## src/hw/rtl/i2crs_pkg.sv

```systemverilog
// Shared types and constants for the I2C register read sequencer.
package i2crs_pkg;

   // Operation codes of an input transaction.
   localparam logic [1:0] OP_BEGIN = 2'd0;
   localparam logic [1:0] OP_EVENT = 2'd1;
   localparam logic [1:0] OP_TICK  = 2'd2;

   // Bus command codes of a result transaction.
   localparam logic [2:0] CMD_NONE  = 3'd0;
   localparam logic [2:0] CMD_START = 3'd1;
   localparam logic [2:0] CMD_TX    = 3'd2;
   localparam logic [2:0] CMD_RXACK = 3'd3;
   localparam logic [2:0] CMD_RXNAK = 3'd4;
   localparam logic [2:0] CMD_STOP  = 3'd5;

   // Bus status codes, compared after masking the low three bits.
   localparam logic [7:0] ST_START   = 8'h08;
   localparam logic [7:0] ST_RSTART  = 8'h10;
   localparam logic [7:0] ST_MT_SLA  = 8'h18;
   localparam logic [7:0] ST_MT_DATA = 8'h28;
   localparam logic [7:0] ST_MR_SLA  = 8'h40;
   localparam logic [7:0] ST_MR_ACK  = 8'h50;
   localparam logic [7:0] ST_MR_NACK = 8'h58;
   localparam logic [7:0] ST_MASK    = 8'hF8;

   // Configuration register indexes.
   localparam logic [1:0] CSR_SLAVE_ADDRESS  = 2'd0;
   localparam logic [1:0] CSR_START_REGISTER = 2'd1;
   localparam logic [1:0] CSR_READ_LENGTH    = 2'd2;
   localparam logic [1:0] CSR_WAIT_LIMIT     = 2'd3;

   localparam int unsigned CSR_DATA_W = 16;

   // Configuration reset values.
   localparam logic [6:0]  RST_SLAVE_ADDRESS  = 7'd18;
   localparam logic [7:0]  RST_START_REGISTER = 8'd0;
   localparam logic [7:0]  RST_READ_LENGTH    = 8'd4;
   localparam logic [15:0] RST_WAIT_LIMIT     = 16'hFFFF;

   typedef enum logic [2:0] {
      PH_IDLE   = 3'd0,
      PH_START1 = 3'd1,
      PH_SLAW   = 3'd2,
      PH_REGW   = 3'd3,
      PH_START2 = 3'd4,
      PH_SLAR   = 3'd5,
      PH_READ   = 3'd6
   } phase_type;

   typedef struct packed {
      logic [6:0]  slave_address;
      logic [7:0]  start_register;
      logic [7:0]  read_length;
      logic [15:0] wait_limit;
   } cfg_type;

   typedef struct packed {
      logic [1:0] operation;
      logic [7:0] bus_status;
      logic [7:0] bus_data;
   } req_type;

   typedef struct packed {
      logic [2:0] bus_command;
      logic [7:0] tx_byte;
      logic       rx_valid;
      logic [7:0] rx_byte;
      logic [7:0] rx_index;
      logic       done_res;
      logic       success;
   } rsp_type;

endpackage

```

## src/hw/rtl/i2crs_csr.sv

```systemverilog
// Configuration registers of the I2C register read sequencer.
module i2crs_csr (
   input  logic                              clock,
   input  logic                              reset,
   input  logic                              csr_we,
   input  logic [1:0]                        csr_index,
   input  logic [i2crs_pkg::CSR_DATA_W-1:0]  csr_wdata,
   output i2crs_pkg::cfg_type                cfg
);

   i2crs_pkg::cfg_type cfg_ff;
   i2crs_pkg::cfg_type cfg_in;

   always_comb begin
      cfg_in = cfg_ff;
      if (csr_we) begin
         case (csr_index)
            i2crs_pkg::CSR_SLAVE_ADDRESS:  cfg_in.slave_address  = csr_wdata[6:0];
            i2crs_pkg::CSR_START_REGISTER: cfg_in.start_register = csr_wdata[7:0];
            i2crs_pkg::CSR_READ_LENGTH:    cfg_in.read_length    = csr_wdata[7:0];
            i2crs_pkg::CSR_WAIT_LIMIT:     cfg_in.wait_limit     = csr_wdata[15:0];
            default:                       cfg_in = cfg_ff;
         endcase
      end
   end

   always_ff @(posedge clock) begin
      if (reset) begin
         cfg_ff.slave_address  <= i2crs_pkg::RST_SLAVE_ADDRESS;
         cfg_ff.start_register <= i2crs_pkg::RST_START_REGISTER;
         cfg_ff.read_length    <= i2crs_pkg::RST_READ_LENGTH;
         cfg_ff.wait_limit     <= i2crs_pkg::RST_WAIT_LIMIT;
      end else begin
         cfg_ff <= cfg_in;
      end
   end

   assign cfg = cfg_ff;

endmodule

```

## src/hw/rtl/i2crs_seq.sv

```systemverilog
// Phase sequencer: bus state, byte counter, wait timer and result decode.
module i2crs_seq (
   input  logic               clock,
   input  logic               reset,
   input  logic               step_en,
   input  i2crs_pkg::req_type req,
   input  i2crs_pkg::cfg_type cfg,
   output i2crs_pkg::rsp_type rsp
);

   i2crs_pkg::phase_type phase_ff, phase_in;
   logic [7:0]  bytes_read_ff, bytes_read_in;
   logic [15:0] wait_left_ff, wait_left_in;

   logic [7:0] st;
   logic       is_begin, is_event, is_tick, busy;
   logic       is_start_code, ev_ok, ack_cur, ack_after, read_end;
   logic       abort, complete, early;
   logic [7:0] bytes_inc;
   logic [7:0] read_code;

   assign st        = req.bus_status & i2crs_pkg::ST_MASK;
   assign is_begin  = (req.operation == i2crs_pkg::OP_BEGIN);
   assign is_event  = (req.operation == i2crs_pkg::OP_EVENT);
   assign is_tick   = (req.operation == i2crs_pkg::OP_TICK);
   assign busy      = (phase_ff != i2crs_pkg::PH_IDLE);
   assign bytes_inc = bytes_read_ff + 8'd1;

   // A read is acknowledged while at least one more byte follows it.
   assign ack_cur   = ({1'b0, bytes_read_ff} + 9'd1) < {1'b0, cfg.read_length};
   assign ack_after = ({1'b0, bytes_inc} + 9'd1) < {1'b0, cfg.read_length};
   assign read_end  = (bytes_inc >= cfg.read_length) || (bytes_inc == 8'd0);
   assign read_code = ack_cur ? i2crs_pkg::ST_MR_ACK : i2crs_pkg::ST_MR_NACK;

   assign is_start_code = (st == i2crs_pkg::ST_START) || (st == i2crs_pkg::ST_RSTART);

   always_comb begin
      case (phase_ff)
         i2crs_pkg::PH_START1: ev_ok = is_start_code;
         i2crs_pkg::PH_SLAW:   ev_ok = (st == i2crs_pkg::ST_MT_SLA);
         i2crs_pkg::PH_REGW:   ev_ok = (st == i2crs_pkg::ST_MT_DATA);
         i2crs_pkg::PH_START2: ev_ok = is_start_code;
         i2crs_pkg::PH_SLAR:   ev_ok = (st == i2crs_pkg::ST_MR_SLA);
         i2crs_pkg::PH_READ:   ev_ok = (st == read_code);
         default:              ev_ok = 1'b0;
      endcase
   end

   assign abort = busy && ((is_event && !ev_ok)
                           || (is_tick && (wait_left_ff <= 16'd1)));
   assign complete = is_event && ev_ok
                     && (((phase_ff == i2crs_pkg::PH_SLAR)
                          && (bytes_read_ff >= cfg.read_length))
                         || ((phase_ff == i2crs_pkg::PH_READ) && read_end));
   // An abort before the address is acknowledged leaves the bus without a STOP.
   assign early = (phase_ff == i2crs_pkg::PH_START1) || (phase_ff == i2crs_pkg::PH_SLAW);

   // Next state.
   always_comb begin
      phase_in      = phase_ff;
      bytes_read_in = bytes_read_ff;
      wait_left_in  = wait_left_ff;
      if (step_en) begin
         if (is_begin && !busy) begin
            bytes_read_in = 8'd0;
            phase_in      = i2crs_pkg::PH_START1;
            wait_left_in  = cfg.wait_limit;
         end else if (abort || complete) begin
            phase_in     = i2crs_pkg::PH_IDLE;
            wait_left_in = 16'd0;
         end else if (is_tick && busy) begin
            wait_left_in = wait_left_ff - 16'd1;
         end else if (is_event && ev_ok) begin
            wait_left_in = cfg.wait_limit;
            case (phase_ff)
               i2crs_pkg::PH_START1: phase_in = i2crs_pkg::PH_SLAW;
               i2crs_pkg::PH_SLAW:   phase_in = i2crs_pkg::PH_REGW;
               i2crs_pkg::PH_REGW:   phase_in = i2crs_pkg::PH_START2;
               i2crs_pkg::PH_START2: phase_in = i2crs_pkg::PH_SLAR;
               i2crs_pkg::PH_SLAR:   phase_in = i2crs_pkg::PH_READ;
               i2crs_pkg::PH_READ:   phase_in = i2crs_pkg::PH_READ;
               default:              phase_in = phase_ff;
            endcase
         end
         if (is_event && ev_ok && (phase_ff == i2crs_pkg::PH_READ)) begin
            bytes_read_in = bytes_inc;
         end
      end
   end

   // Result decode.
   always_comb begin
      rsp = '0;
      if (is_begin && !busy) begin
         rsp.bus_command = i2crs_pkg::CMD_START;
      end else if (abort || complete) begin
         rsp.bus_command = early ? i2crs_pkg::CMD_NONE : i2crs_pkg::CMD_STOP;
         rsp.done_res    = 1'b1;
         rsp.success     = complete;
      end else if (is_event && ev_ok) begin
         case (phase_ff)
            i2crs_pkg::PH_START1: begin
               rsp.bus_command = i2crs_pkg::CMD_TX;
               rsp.tx_byte     = {cfg.slave_address, 1'b0};
            end
            i2crs_pkg::PH_SLAW: begin
               rsp.bus_command = i2crs_pkg::CMD_TX;
               rsp.tx_byte     = cfg.start_register;
            end
            i2crs_pkg::PH_REGW: begin
               rsp.bus_command = i2crs_pkg::CMD_START;
            end
            i2crs_pkg::PH_START2: begin
               rsp.bus_command = i2crs_pkg::CMD_TX;
               rsp.tx_byte     = {cfg.slave_address, 1'b1};
            end
            i2crs_pkg::PH_SLAR: begin
               rsp.bus_command = ack_cur ? i2crs_pkg::CMD_RXACK : i2crs_pkg::CMD_RXNAK;
            end
            i2crs_pkg::PH_READ: begin
               rsp.bus_command = ack_after ? i2crs_pkg::CMD_RXACK : i2crs_pkg::CMD_RXNAK;
            end
            default: begin
               rsp.bus_command = i2crs_pkg::CMD_NONE;
            end
         endcase
      end
      if (is_event && ev_ok && (phase_ff == i2crs_pkg::PH_READ)) begin
         rsp.rx_valid = 1'b1;
         rsp.rx_byte  = req.bus_data;
         rsp.rx_index = bytes_read_ff;
      end
   end

   always_ff @(posedge clock) begin
      if (reset) begin
         phase_ff      <= i2crs_pkg::PH_IDLE;
         bytes_read_ff <= 8'd0;
         wait_left_ff  <= 16'd0;
      end else begin
         phase_ff      <= phase_in;
         bytes_read_ff <= bytes_read_in;
         wait_left_ff  <= wait_left_in;
      end
   end

endmodule

```

## src/hw/rtl/i2c_register_read_sequencer.sv

```systemverilog
// I2C master register read sequencer: top level with input and result registers.
//
// Input channel (req_*): each transaction is a begin, a completed bus event with
// its status and data byte, or one wait tick. Result channel (rsp_*): exactly one
// transaction per input transaction, in order, carrying the bus command to issue,
// the byte to transmit, a received byte with its index, and the done and success
// flags. Configuration (csr_*) is written with csr_we, one register per cycle;
// the user must write only while idle; the block does not enforce this.
// The input register loads at the accepting edge; the result register loads
// from it when it is free or its result is being taken, and rsp_valid rises
// with it. Throughput is one transaction per cycle while the receiver does not
// stall; the phase state is updated in the same cycle that the result register
// loads.
// Reset clears the phase to idle, the counters to zero and the configuration
// registers to their defaults; both channels come up empty.
// When the receiver stalls, the result register holds, the input register takes
// one more transaction, and req_ready then falls until rsp_ready returns.
module i2c_register_read_sequencer (
   input  logic        clock,
   input  logic        reset,
   input  logic        req_valid,
   output logic        req_ready,
   input  logic [1:0]  req_operation,
   input  logic [7:0]  req_bus_status,
   input  logic [7:0]  req_bus_data,
   output logic        rsp_valid,
   input  logic        rsp_ready,
   output logic [2:0]  rsp_bus_command,
   output logic [7:0]  rsp_tx_byte,
   output logic        rsp_rx_valid,
   output logic [7:0]  rsp_rx_byte,
   output logic [7:0]  rsp_rx_index,
   output logic        rsp_done_res,
   output logic        rsp_success,
   input  logic        csr_we,
   input  logic [1:0]  csr_index,
   input  logic [15:0] csr_wdata
);

   i2crs_pkg::cfg_type cfg;
   i2crs_pkg::req_type req_ff, req_in;
   i2crs_pkg::rsp_type rsp_ff, step_rsp;
   logic               in_valid_ff, in_valid_in;
   logic               out_valid_ff, out_valid_in;
   logic               advance;

   assign advance   = in_valid_ff && (!out_valid_ff || rsp_ready);
   assign req_ready = !in_valid_ff || advance;

   assign req_in.operation  = req_operation;
   assign req_in.bus_status = req_bus_status;
   assign req_in.bus_data   = req_bus_data;

   always_comb begin
      in_valid_in = req_ready ? req_valid : in_valid_ff;
      if (advance) begin
         out_valid_in = 1'b1;
      end else if (rsp_ready) begin
         out_valid_in = 1'b0;
      end else begin
         out_valid_in = out_valid_ff;
      end
   end

   i2crs_csr u_csr (
      .clock     (clock),
      .reset     (reset),
      .csr_we    (csr_we),
      .csr_index (csr_index),
      .csr_wdata (csr_wdata),
      .cfg       (cfg)
   );

   i2crs_seq u_seq (
      .clock   (clock),
      .reset   (reset),
      .step_en (advance),
      .req     (req_ff),
      .cfg     (cfg),
      .rsp     (step_rsp)
   );

   always_ff @(posedge clock) begin
      if (reset) begin
         in_valid_ff  <= 1'b0;
         out_valid_ff <= 1'b0;
      end else begin
         in_valid_ff  <= in_valid_in;
         out_valid_ff <= out_valid_in;
      end
   end

   always_ff @(posedge clock) begin
      if (req_ready) begin
         req_ff <= req_in;
      end
      if (advance) begin
         rsp_ff <= step_rsp;
      end
   end

   assign rsp_valid       = out_valid_ff;
   assign rsp_bus_command = rsp_ff.bus_command;
   assign rsp_tx_byte     = rsp_ff.tx_byte;
   assign rsp_rx_valid    = rsp_ff.rx_valid;
   assign rsp_rx_byte     = rsp_ff.rx_byte;
   assign rsp_rx_index    = rsp_ff.rx_index;
   assign rsp_done_res    = rsp_ff.done_res;
   assign rsp_success     = rsp_ff.success;

endmodule

```

## config.mk

```make
export PLATFORM = sky130hd
export DESIGN_NAME = i2c_register_read_sequencer
export DESIGN_NICKNAME = d
export VERILOG_FILES = /design/src/hw/rtl/i2crs_pkg.sv /design/src/hw/rtl/i2crs_csr.sv /design/src/hw/rtl/i2crs_seq.sv /design/src/hw/rtl/i2c_register_read_sequencer.sv
export SDC_FILE = /design/constraint.sdc
export NUM_CORES = 1
export LEC_CHECK = 0
export BUFFER_PORTS_ARGS = -buffer_cell sky130_fd_sc_hd__clkbuf_2
export CAP_MARGIN = 40
export CORE_AREA = 2 2 119 150
export CTS_CLUSTER_SIZE = 24
export DETAILED_ROUTE_END_ITERATION = 16
export DIE_AREA = 0 0 121 152
export MAX_ROUTING_LAYER = met4
export PLACE_DENSITY = 0.6
export SYNTH_ARGS = -nofsm -noshare
export SYNTH_HDL_FRONTEND = slang
export SYNTH_SLANG_ARGS = --single-unit
```

## constraint.sdc

```tcl
create_clock -name clock -period 4.5 [get_ports clock]
set_input_delay 0.675 -clock clock [delete_from_list [all_inputs] [get_ports clock]]
set_output_delay 0.675 -clock clock [all_outputs]
set_load 0.01 [all_outputs]
```

==> reports/metrics.csv, run 1 <==
metric,value,unit
status,completed,
ys_seq_area_share,46.4,%
skew,0.00800,ns
synth_cell_types,58,
clk_latency,0.41,ns
hp-start,req_operation[1],
whs_endpoint,req_ff[17]$_DFFE_PP_,
critPathMaxStageDelay,0.58,ns
syn-num-nets,691,
num_rows,54,
final_common_cell,nand2_1,
place_ws,0.531,ns
cp.depth,13,
period_share,90.0,%
numPortBuffers,69,
htreeDepth,4,
drc,0,
grt_overflow,0,
io_pins,73,
critPathMaxFanout,9,
coreArea,17100,um^2
die_area,18400,um^2
critPathArrivalTime,4.34,ns
crit_path_top_delay_cell,o41a_1,
initial_core_util,34.2,%
dieHeight,152,um
synth-main-ff-cell,dfxtp_1,
use_met2,27.3,%
cts_root_buf,clkbuf_16,
cp_common_cell,o211ai_1,
cts_tree,built,
viasPerCell,5.04,
cap_violations,0,
r2r_slack,0.45,ns
grt_max_degree,38,
synth_edf_count,45,
crit_type,flop to flop,
hold_class,input pin to flop,
rsz0062_at_grt,false,
total_power,2.82,mW
detail_route.iter0.violations,283,
crit_chain,and4_1 -> nand2_1 -> xor2_1 -> inv_1 -> ha_1 -> and3_1 -> nand3_1 -> o211ai_1 -> o211ai_1 -> a311o_1 -> o41a_1 -> nand2b_1 -> o32ai_2,
crit_buf_inv,1,
grt_usage,16.4,%
grt_pass1_vias,4618,
mostFrequentLayoutCells,"74 x nand2_1, 69 x clkbuf_2, 68 x dfxtp_1, 64 x nor2_1, 45 x edfxtp_1",
async_reset_ff_share,0,%
nets,770,
p_seq_share,40.9,%
numCtsBuffers,17,
syn2layout_area_growth,21.6,%
r2r-end,u_seq.wait_left_ff[2]$_SDFFE_PP0P_,
p_leak,2.96,nW
clk_path_buf_depth,2,
switchingPower,0.705,mW
wl,13900,um
numClockSinks,113,
max_slew_margin,35.2,%
slew_viol_final,0,
power_frac_comb,12.5,%
post_cts_buffers,0,
num_vias,4734,
r2r-start,u_seq.bytes_read_ff[3]$_SDFFE_PP0P_,
start_kind,flop,
p_int,2.12,mW
crit_family,compound AO/OA/AOI/OAI gates,
yosysWarnings,0,
antenna_found_initial,0,
worstRegToRegCells,13,
synth_seq_cells,113,
clkPwrFrac,46.6,%
postCtsHoldBufs,0,
layout_min_cycle_time,4.05,ns
p_per_area,397,nW/um^2
tightest_slew,0.963,ns
synthCells,623,
hpwl,10100,um
setup_viol,0,
timing.final.ws_setup,0.448,ns
switching_share,25.0,%
avgSynthCellArea,9.39,um^2
clkTransAtPathRegs,0.05,ns
cts_resized,0,
ir_worst_vdd,231,uV
hold_viol_final,0,
crit_required,4.79,ns
synth_area,5850,um^2
firstDrtPassIters,4,
die_w,121,um
final_layout_size_suffix_gt1_share,18.6,%
cp-end-kind,flop,
max_freq,247,MHz
busiest_layer,met2,
postRouteAntennaNets,0,
finalSetupTns,0,ns
whs,0.438,ns
wire_per_inst,14.8,um
holdPathStages,1,
n_antenna_cell,0,
place_congestion,0.857,
grt_util_met1,19.3,%
use_met3,4.05,%
grt_pass1_wl,23200,um
## through the flow
step	util (%)	cells	area, um^2
floorplan	-	623	5850
finish	41.6	939	7120
CTS	41.6	939	7120
detailed placement	38.3	907	6540
global placement	38.1	906	6510
global route	41.6	939	7120
## worst register-to-register path: cells and delay by family, from the launching register on
| kind | cells | cell delay, ns |
|---|---|---|
| AOI/OAI and AO/OA | 5 | 1.72 |
| and+or+nand+nor | 5 | 1.04 |
| adders and majority gates | 1 | 0.30 |
| buffers and inverters | 1 | 0.11 |
| xor gates and xnor gates | 1 | 0.26 |
| DFF | 1 | 0.51 |
## worst max path at each step
stage                                        start                                   to  slack (ns)
2_1_floorplan  u_seq.bytes_read_ff[1]$_SDFFE_PP0P_   u_seq.wait_left_ff[3]$_SDFFE_PP0P_        0.67
3_3_place_gp   u_seq.bytes_read_ff[3]$_SDFFE_PP0P_   u_seq.wait_left_ff[9]$_SDFFE_PP0P_        0.54
3_5_place_dp   u_seq.bytes_read_ff[3]$_SDFFE_PP0P_  u_seq.wait_left_ff[15]$_SDFFE_PP0P_        0.53
4_1_cts        u_seq.bytes_read_ff[3]$_SDFFE_PP0P_  u_seq.wait_left_ff[15]$_SDFFE_PP0P_        0.49
5_1_grt        u_seq.bytes_read_ff[3]$_SDFFE_PP0P_   u_seq.wait_left_ff[2]$_SDFFE_PP0P_        0.20
6_report       u_seq.bytes_read_ff[3]$_SDFFE_PP0P_   u_seq.wait_left_ff[2]$_SDFFE_PP0P_        0.45
## logic make-up (layout without fill, tap and decap cells)
logic type	after synthesis	count (layout)	share of synthesized area, %
AO/OA/AOI/OAI	128	128	16.0
XOR/XNOR	22	22	3.29
adder cells (fa/ha/maj)	27	27	5.77
buffers and inverters	60	152	4.21
flip-flops	113	113	46.4
multiplexers	13	13	2.22
AND/OR/NAND/NOR	260	260	22.1
## final cells by class
cell class / count / area [um^2]
repair buffers: 93 / 546
flip-flops and latches: 113 / 2710
well taps: 224 / 280
inverters: 27 / 101
fillers: 1688 / 9980
clock inverters: 12 / 141
multi-input cells: 450 / 2900
clock buffers: 20 / 437
## Yosys cell counts, drive strengths merged (10+ instances only)
cell type / count / area (um^2)
a221oi: 12 / 105
nor3: 17 / 85.1
dfxtp: 68 / 1360
edfxtp: 45 / 1350
buf: 13 / 70.1
xor2: 12 / 105
and2: 18 / 113
ha: 27 / 338
nand3: 14 / 70.1
a21oi: 36 / 180
a22oi: 14 / 105
nand2: 74 / 278
inv: 27 / 101
nand3b: 20 / 150
nor2: 65 / 246
mux2i: 13 / 130
o21ai: 17 / 85.1
xnor2: 10 / 87.6
clkbuf: 20 / 75.1
nor2b: 13 / 81.3
## per-layer routing
metal	up-vias	part of all wire, %
li1	2399	-
met1	2238	44
met2	91	52
met3	6	3.6
met4	0	0.80
met5	-	0
## state kept, by name, summed over array words and instances, names as in the netlist
| name | count |
|---|---|
| req_ff | 15 |
| rsp_rx_index | 8 |
| rsp_done_res | 1 |
| in_valid_ff | 1 |
| u_seq.wait_left_ff | 16 |
| u_seq.bytes_read_ff | 8 |
| rsp_rx_valid | 1 |
| rsp_tx_byte | 8 |
| rsp_valid | 1 |
| u_csr.cfg | 39 |
| u_seq.phase_ff | 3 |
| rsp_rx_byte | 8 |
| rsp_success | 1 |
| rsp_bus_command | 3 |
## power by group through the flow
stage	sequential [mW]	combinational, mW	clock (mW)
floorplan	1.17	0.250	0
CTS	1.15	0.357	1.34
global placement	1.17	0.349	0
detailed placement	1.18	0.354	0
global route	1.16	0.398	1.39
finish	1.15	0.353	1.32
No activity file was read; power rests on OpenSTA's default activity.
==> run 2: changes to the inputs <==
Settings changed: CELL_PAD_IN_SITES_DETAIL_PLACEMENT set to 0, CELL_PAD_IN_SITES_GLOBAL_PLACEMENT set to 1, PLACE_DENSITY 0.6 to 0.72.
==> run 2 against run 1 <==
Against the previous run:
- design area rose by 0.25%
- worst setup slack lost 0.16 ns
- critical path depth unchanged
- worst hold slack got worse by 0.0054 ns
- first-iteration DRC count increased by 7.4%
- sequential power hardly changed
- register-to-register slack worse by 0.16 ns
- routed wire length up 4.5%
- combinational power is 2% higher
- clock power up 8%
- die area stayed put
- largest power group unchanged
- highest routed layer unchanged
==> reports/metrics.csv, run 2 (synthesis gave the netlist of run 1 again) <==
metric,value,unit,change
die_area,18400,um^2,unchanged
crit_type,flop to flop,,
clk_latency,0.42,ns,about the same
hp-start,req_bus_status[6],,
layout_min_cycle_time,4.21,ns,+0.161 ns
cts_tree,built,,
finalSetupTns,0,ns,unchanged
io_pins,73,,unchanged
slew_viol_final,0,,unchanged
post_cts_buffers,0,,unchanged
cts_root_buf,clkbuf_16,,
syn2layout_area_growth,21.9,%,
ir_worst_vdd,231,uV,-0.25%
initial_core_util,34.2,%,unchanged
tightest_slew,0.809,ns,-0.154 ns
wire_per_inst,15.5,um,+4.6%
stdcell_count,938,,-0.11%
status,completed,,
critPathMaxFanout,9,,unchanged
r2r_slack,0.29,ns,-0.16 ns
numPortBuffers,69,,unchanged
viasPerCell,5.18,,+2.8%
crit_buf_inv,1,,unchanged
hold_class,input pin to flop,,
postRouteAntennaNets,0,,unchanged
clk_path_buf_depth,2,,unchanged
numCtsBuffers,17,,unchanged
hold_viol_final,0,,unchanged
die_w,121,um,unchanged
grt_pass1_wl,23800,um,+2.6%
period_share,93.6,%,+3.6 points
whs_endpoint,req_ff[14]$_DFFE_PP_,,
detail_route.iter0.violations,304,,+7.4%
dieHeight,152,um,unchanged
antenna_found_initial,0,,unchanged
cts_resized,0,,unchanged
wl,14600,um,+4.5%
start_kind,flop,,
p_per_area,413,nW/um^2,+4.2%
grt_pass1_vias,4755,,+3.0%
coreArea,17100,um^2,unchanged
crit_required,4.80,ns,about the same
mostFrequentLayoutCells,"74 x nand2_1, 69 x clkbuf_2, 68 x dfxtp_1, 64 x nor2_1, 45 x edfxtp_1",,
cp-end-kind,flop,,
crit_chain,and4_1 -> nand4_1 -> xor2_1 -> inv_1 -> ha_1 -> and3_1 -> nand3_1 -> o211ai_1 -> o211ai_1 -> a311o_1 -> o41a_1 -> nand2b_1 -> o21bai_1,,
grt_max_degree,41,,+7.9%
hpwl,10800,um,+5.9%
setup_viol,0,,unchanged
final_layout_size_suffix_gt1_share,18.6,%,+0.026 points
skew,0.0101,ns,+0.00214 ns
grt_usage,16.9,%,+0.53 points
rsz0062_at_grt,false,,
holdPathStages,1,,unchanged
worstRegToRegCells,13,,unchanged
crit_path_top_delay_cell,o41a_1,,
nets,769,,-0.13%
placed_cells,906,,-0.11%
place_congestion,0.839,,-2.1%
fillers,1680,,-0.47%
final_common_cell,nand2_1,,
firstDrtPassIters,8,,+4
critPathMaxStageDelay,0.59,ns,about the same
num_rows,54,,unchanged
r2r-start,u_seq.bytes_read_ff[3]$_SDFFE_PP0P_,,
cap_violations,0,,unchanged
largest_reg_flops,39,,unchanged
num_vias,4860,,+2.7%
numClockSinks,113,,unchanged
grt_overflow,0,,unchanged
max_freq,237,MHz,-3.8%
r2r-end,u_seq.wait_left_ff[10]$_SDFFE_PP0P_,,
n_antenna_cell,0,,unchanged
drc,0,,unchanged
clkTransAtPathRegs,0.05,ns,about the same
critPathArrivalTime,4.51,ns,+0.17 ns
htreeDepth,4,,unchanged
cp_common_cell,o211ai_1,,
max_slew_margin,46.0,%,+11 points
total_power,2.95,mW,+4.4%
postCtsHoldBufs,0,,unchanged
p_leak,2.96,nW,+0.30%
crit_family,compound AO/OA/AOI/OAI gates,,
## run 2: metrics by stage
step | area, um^2 | worst slack [ns] | hold slack (ns) | util [%]
final | 7140 | 0.287 | 0.432 | 41.7
after global routing | 7140 | 0.0160 | 0.415 | 41.7
after CTS | 7140 | 0.325 | 0.416 | 41.7
after detailed placement | 6510 | 0.366 | 0.447 | 38.1
after global placement | 6500 | 0.420 | 0.448 | 38.1
after floorplan | 5850 | 0.671 | 0.436 | -
## run 2: layer usage
| layer | vias up | global-route usage (%) | wire length, um |
|---|---|---|---|
| met1 | 2308 | 19.0 | 6040 |
| met5 | - | - | 0 |
| li1 | 2404 | - | - |
| met3 | 25 | 4.24 | 695 |
| met4 | 0 | 7.14 | 407 |
| met2 | 123 | 28.4 | 7420 |
## run 2: worst max path at each step
stage                                             start                                  end  cells after the start
floorplan           u_seq.bytes_read_ff[1]$_SDFFE_PP0P_   u_seq.wait_left_ff[3]$_SDFFE_PP0P_                     15
global placement    u_seq.bytes_read_ff[3]$_SDFFE_PP0P_   u_seq.wait_left_ff[6]$_SDFFE_PP0P_                     13
detailed placement  u_seq.bytes_read_ff[3]$_SDFFE_PP0P_  u_seq.wait_left_ff[10]$_SDFFE_PP0P_                     13
CTS                 u_seq.bytes_read_ff[3]$_SDFFE_PP0P_  u_seq.wait_left_ff[10]$_SDFFE_PP0P_                     13
global route        u_seq.bytes_read_ff[3]$_SDFFE_PP0P_   u_seq.wait_left_ff[6]$_SDFFE_PP0P_                     13
finish              u_seq.bytes_read_ff[3]$_SDFFE_PP0P_  u_seq.wait_left_ff[10]$_SDFFE_PP0P_                     13
## run 2: where the power goes
group,switching (mW),total (mW),internal (mW)
combinational,0.219,0.361,0.142
sequential,0.0390,1.16,1.12
clock,0.458,1.43,0.974
total,0.716,2.95,2.23
## run 2: final cells by class
cell class	count	area (um^2)	area share (%)
repair buffers	92	515	7.22
clock buffers	20	437	6.12
inverters	27	101	1.42
flip-flops and latches	113	2710	38.0
multi-input cells	450	2900	40.6
well taps	224	280	3.93
clock inverters	12	189	2.65
